<file path="config.mk">
export PLATFORM = sky130hd
export DESIGN_NAME = npcs_mul_unit
export DESIGN_NICKNAME = d
export VERILOG_FILES = /design/src/design/npcs_pkg.sv /design/src/design/npcs_mul_unit.sv
export SDC_FILE = /design/constraint.sdc
export NUM_CORES = 1
export LEC_CHECK = 0
export ABC_AREA = 1
export ABC_CLOCK_PERIOD_IN_PS = 5900
export BUFFER_PORTS_ARGS = -buffer_cell sky130_fd_sc_hd__buf_2
export CAP_MARGIN = 0
export CORE_MARGIN = 3
export CORE_UTILIZATION = 30
export DETAILED_ROUTE_END_ITERATION = 12
export PLACE_DENSITY_LB_ADDON = 0.3
export SYNTH_ARGS = -nofsm -noshare
export SYNTH_HDL_FRONTEND = slang
export SYNTH_SLANG_ARGS = --single-unit
</file>
<file path="constraint.sdc">
create_clock -name aclk -period 5.9 [get_ports aclk]
set_input_delay 1.18 -clock aclk [delete_from_list [all_inputs] [get_ports aclk]]
set_output_delay 1.18 -clock aclk [all_outputs]
set_load 0.1 [all_outputs]
</file>
<file path="src/design/npcs_pkg.sv">
// Shared types, codes and helpers for the nearest palette color search block.
package npcs_pkg;

    localparam int PALETTE_ENTRIES_DEF = 256;

    localparam int CHAN_W = 8;
    localparam int LANES  = 3;
    localparam int PROD_W = 2 * CHAN_W;
    // Largest distance is 3 * 255^2, which fits in 18 bits.
    localparam int DIST_W = 18;
    localparam logic [DIST_W-1:0] NO_MATCH_DIST = '1;

    localparam logic [CHAN_W-1:0] ALPHA_FULL = 8'd255;

    // Request kinds carried on s_tuser.
    localparam logic [1:0] KIND_WRITE   = 2'd0;
    localparam logic [1:0] KIND_NEAREST = 2'd1;
    localparam logic [1:0] KIND_BLEND   = 2'd2;

    // Configuration register indexes.
    localparam logic [1:0] REG_BLEND_RED   = 2'd0;
    localparam logic [1:0] REG_BLEND_GREEN = 2'd1;
    localparam logic [1:0] REG_BLEND_BLUE  = 2'd2;
    localparam logic [1:0] REG_BLEND_ALPHA = 2'd3;

    // Multiplier lane operations.
    localparam logic [1:0] OP_SQ_DIFF   = 2'd0;
    localparam logic [1:0] OP_MIX_BLEND = 2'd1;
    localparam logic [1:0] OP_MIX_ENTRY = 2'd2;

    // Lane 2 red, lane 1 green, lane 0 blue.
    typedef logic [LANES-1:0][CHAN_W-1:0] rgb_t;
    typedef logic [LANES-1:0][PROD_W-1:0] prod_t;

    typedef struct packed {
        logic       en;
        logic [1:0] op;
    } unit_ctrl_t;

    // Exact floor(x / 255) for any x up to 255 * 255, the largest 8x8 product.
    function automatic logic [CHAN_W-1:0] div255(input logic [PROD_W-1:0] x);
        logic [PROD_W:0] s;
        s = {1'b0, x} + 17'd1 + {9'd0, x[PROD_W-1:CHAN_W]};
        return s[PROD_W-1:CHAN_W];
    endfunction

endpackage

</file>
<file path="src/design/npcs_mul_unit.sv">
// Three-lane 8x8 multiplier shared by the distance scan and the blend mix.
module npcs_mul_unit (
    input  logic                aclk,
    input  npcs_pkg::unit_ctrl_t ctrl,
    input  npcs_pkg::rgb_t      entry_rgb,
    input  npcs_pkg::rgb_t      target_rgb,
    input  npcs_pkg::rgb_t      blend_rgb,
    input  logic [7:0]          alpha,
    output npcs_pkg::prod_t     prod
);
    import npcs_pkg::*;

    prod_t prod_reg;

    for (genvar c = 0; c < LANES; c++) begin : g_lane
        logic [CHAN_W-1:0] a_op;
        logic [CHAN_W-1:0] b_op;

        always_comb begin
            case (ctrl.op)
                OP_MIX_BLEND: begin
                    a_op = blend_rgb[c];
                    b_op = alpha;
                end
                OP_MIX_ENTRY: begin
                    a_op = target_rgb[c];
                    b_op = ALPHA_FULL - alpha;
                end
                default: begin
                    // Square of the absolute channel difference.
                    a_op = (target_rgb[c] >= entry_rgb[c]) ? target_rgb[c] - entry_rgb[c]
                                                           : entry_rgb[c] - target_rgb[c];
                    b_op = a_op;
                end
            endcase
        end

        always_ff @(posedge aclk) begin
            if (ctrl.en) begin
                prod_reg[c] <= a_op * b_op;
            end
        end
    end

    assign prod = prod_reg;

endmodule

</file>
==> run metrics <==
Final Worst Setup Slack -0.0358 ns; clock power share 0.044; number of core rows 69; crit path DAT 5.99 ns; Max Cap Violations 0; Top Ports 132; post-DR wirelength/cell 13.9 um; fin crit period 5.94 ns; outcome finished, violations left; Int Power 0.00477 W; Slowest-stage cell, CP fa_1; post-route ant nets 0; P&R area growth vs syn 48.4%; critical path's largest stage delay 0.53 ns; CTS sink cnt 48; sequential share of power 0.080; Synth Register Bits 48; data required time of the worst path 5.96 ns; routed vias/inst 4.53; via count 10.9k; critical path capture point type register; detailed placer's ending HPWL 28.3 mm; Clock H-tree levels 2; Leak Pwr 8.67 nW; Largest register FFs 48; combinational share of power 0.876; Tot GR Track Use 0.170; 1st-iter DRT viols 462; synth warn 0; Final Hold Violating Endpoints 0; Post-Syn Nets 1,848; worst-margin pin slew 0.745 ns; first-pass GRT wire length 53.9 mm; sequential-to-total area share from yosys stat 0.131; Peak VDD IR 0.422 mV; sw frac 0.513; post-route cell area 16,300 sq um; worst slack, placed -0.525 ns; cell repeated most along the worst path nand2_4; RSZ-0062 raised after global routing yes; Syn Inst Count 1,495; area of the multi-input gates 9490 sq um; most frequent cells in the layout inv_1, buf_4, nand2_1; Residual DRC 0; placed cell areas 14,500 sq um; CTS buffer count 5; routability congestion estimate from global placement 0.930; Worst Hold Class input pin to register; number of distinct library cells after synthesis 35; fin crit share 1.01; initial antenna violation count 0; Mapped Area 11,000 sq um; drt pass-1 iters 5; clk buf depth 2; Die Y 198 um; Initial Utilization 0.307; Worst slew margin 0.498; final wirelength 33.3 mm; Final TNS setup -0.0370 ns; total gr overflow 0; CTS tree yes; Reg clk slew, reported paths 0.07 ns; number of global-route vias before repair 11.0k; failing checks setup timing; most common cell after layout, fill and taps aside inv_1; crit path max fanout 4; Slew Viols, Final 0; Buffers on Ports 131; Fmax 168 MHz; Die X 198 um; Antenna Diode Count 0; nets 2,291; Post-CTS Hold Buffers 0; CTS root buffer clkbuf_16; # fillers 3,501; utilization after layout 0.456; Syn Area/Cell 7.36 sq um; fraction of layout cells with a size suffix above 1 0.400; Setup crit start kind input pin; die area 39,000 sq um; final setup violation count 2; P_sw 0.00503 W; largest net degree at the start of global routing 49; Setup CP Type input pin to register; Sequential Area 1440 sq um; Core Region 35,800 sq um; pwr/cell area 600 nW/um^2
-- per-stage QoR --
stage               total power, W  instances  hold slack [ns]
floorplan                  0.00554       1495             1.29
global placement           0.00791       2348             1.80
detailed placement         0.00795       2348             1.80
CTS                        0.00866       2373             1.48
global route                0.0107       2400             1.51
finish                     0.00979       2400             1.49
-- cell type report --
type / count / area share
Multi-Input combinational cell: 1084 / 0.581
Timing Repair Buffer: 455 / 0.202
Sequential cell: 48 / 0.0883
Inverter: 344 / 0.0805
Tap cell: 461 / 0.0353
Clock buffer: 5 / 0.00767
Clock inverter: 3 / 0.00552
-- final timing paths --
check	slack, ns	start	endpoint	cells after the start
setup / recovery	-0.04	target_rgb[8]	prod[28]	29
hold / removal	1.49	blend_rgb[0]	prod[0]	6
-- critical path, delay by kind of cell --
family | cells | cell delay [ns]
adder cells (fa/ha/maj) | 7 | 2.77
AND/OR/NAND/NOR | 10 | 0.82
AO/OA/AOI/OAI | 4 | 0.54
XOR/XNOR | 1 | 0.17
buffers and inverters | 7 | 0.51
-- cells in the mapped netlist --
| cell type | count | share of area |
|---|---|---|
| buf_6 | 1 | 0.0010 |
| a21oi_1 | 84 | 0.038 |
| xnor2_1 | 20 | 0.016 |
| a31oi_1 | 3 | 0.0017 |
| buf_2 | 10 | 0.0045 |
| nand2_2 | 35 | 0.020 |
| a221o_1 | 1 | 0.00091 |
| edfxtp_1 | 48 | 0.13 |
| a211oi_1 | 3 | 0.0020 |
| o21ai_2 | 1 | 0.00080 |
| nand3b_1 | 1 | 0.00068 |
| nand3_2 | 18 | 0.016 |
| o21ai_0 | 50 | 0.023 |
| fa_1 | 114 | 0.21 |
| ha_1 | 155 | 0.18 |
| nor2_2 | 3 | 0.0017 |
| or2_2 | 2 | 0.0011 |
| clkinv_1 | 1 | 0.00034 |
| inv_1 | 334 | 0.11 |
| a21oi_2 | 8 | 0.0064 |
| a21boi_1 | 2 | 0.0014 |
| o2111ai_1 | 2 | 0.0016 |
| o21ai_1 | 2 | 0.00091 |
| nand3_1 | 67 | 0.030 |
| buf_4 | 2 | 0.0014 |
| nand2_4 | 2 | 0.0020 |
| nand4_1 | 11 | 0.0063 |
| inv_2 | 9 | 0.0031 |
| nand2_1 | 315 | 0.11 |
| clkbuf_1 | 6 | 0.0020 |
| nor2_4 | 3 | 0.0031 |
| a22o_1 | 1 | 0.00080 |
| xor2_1 | 30 | 0.024 |
| o21a_1 | 3 | 0.0020 |
| nor2_1 | 148 | 0.050 |
-- kinds of logic after synthesis --
| kind of cell | Yosys count | share of synthesized area |
|---|---|---|
| buffers and inverters | 363 | 0.126 |
| AOI/OAI and AO/OA | 160 | 0.0795 |
| DFF | 48 | 0.131 |
| adders and majority gates | 269 | 0.384 |
| and+or+nand+nor | 605 | 0.240 |
| xor gates and xnor gates | 50 | 0.0398 |
-- power by group through the flow --
stage	logic (W)	clock network, W	registers (W)
finish	0.00858	0.000428	0.000787
global route	0.00947	0.000451	0.000804
CTS	0.00743	0.000440	0.000794
detailed placement	0.00715	0	0.000801
global placement	0.00710	0	0.000802
floorplan	0.00369	0	0.00185
-- timing repair --
item                                    CTS  global route
buffers inserted                         17            30
gates resized for setup                  71           254
endpoints found under the setup margin   21            30
pin swaps                                38           118
-- per-layer routing --
metal  GRT usage  wire length, um
met2       0.286            15600
met3      0.0140             1170
met4      0.0430              640
met1       0.236            15900
met5           0                0
Power figures use the tool's default switching activity.
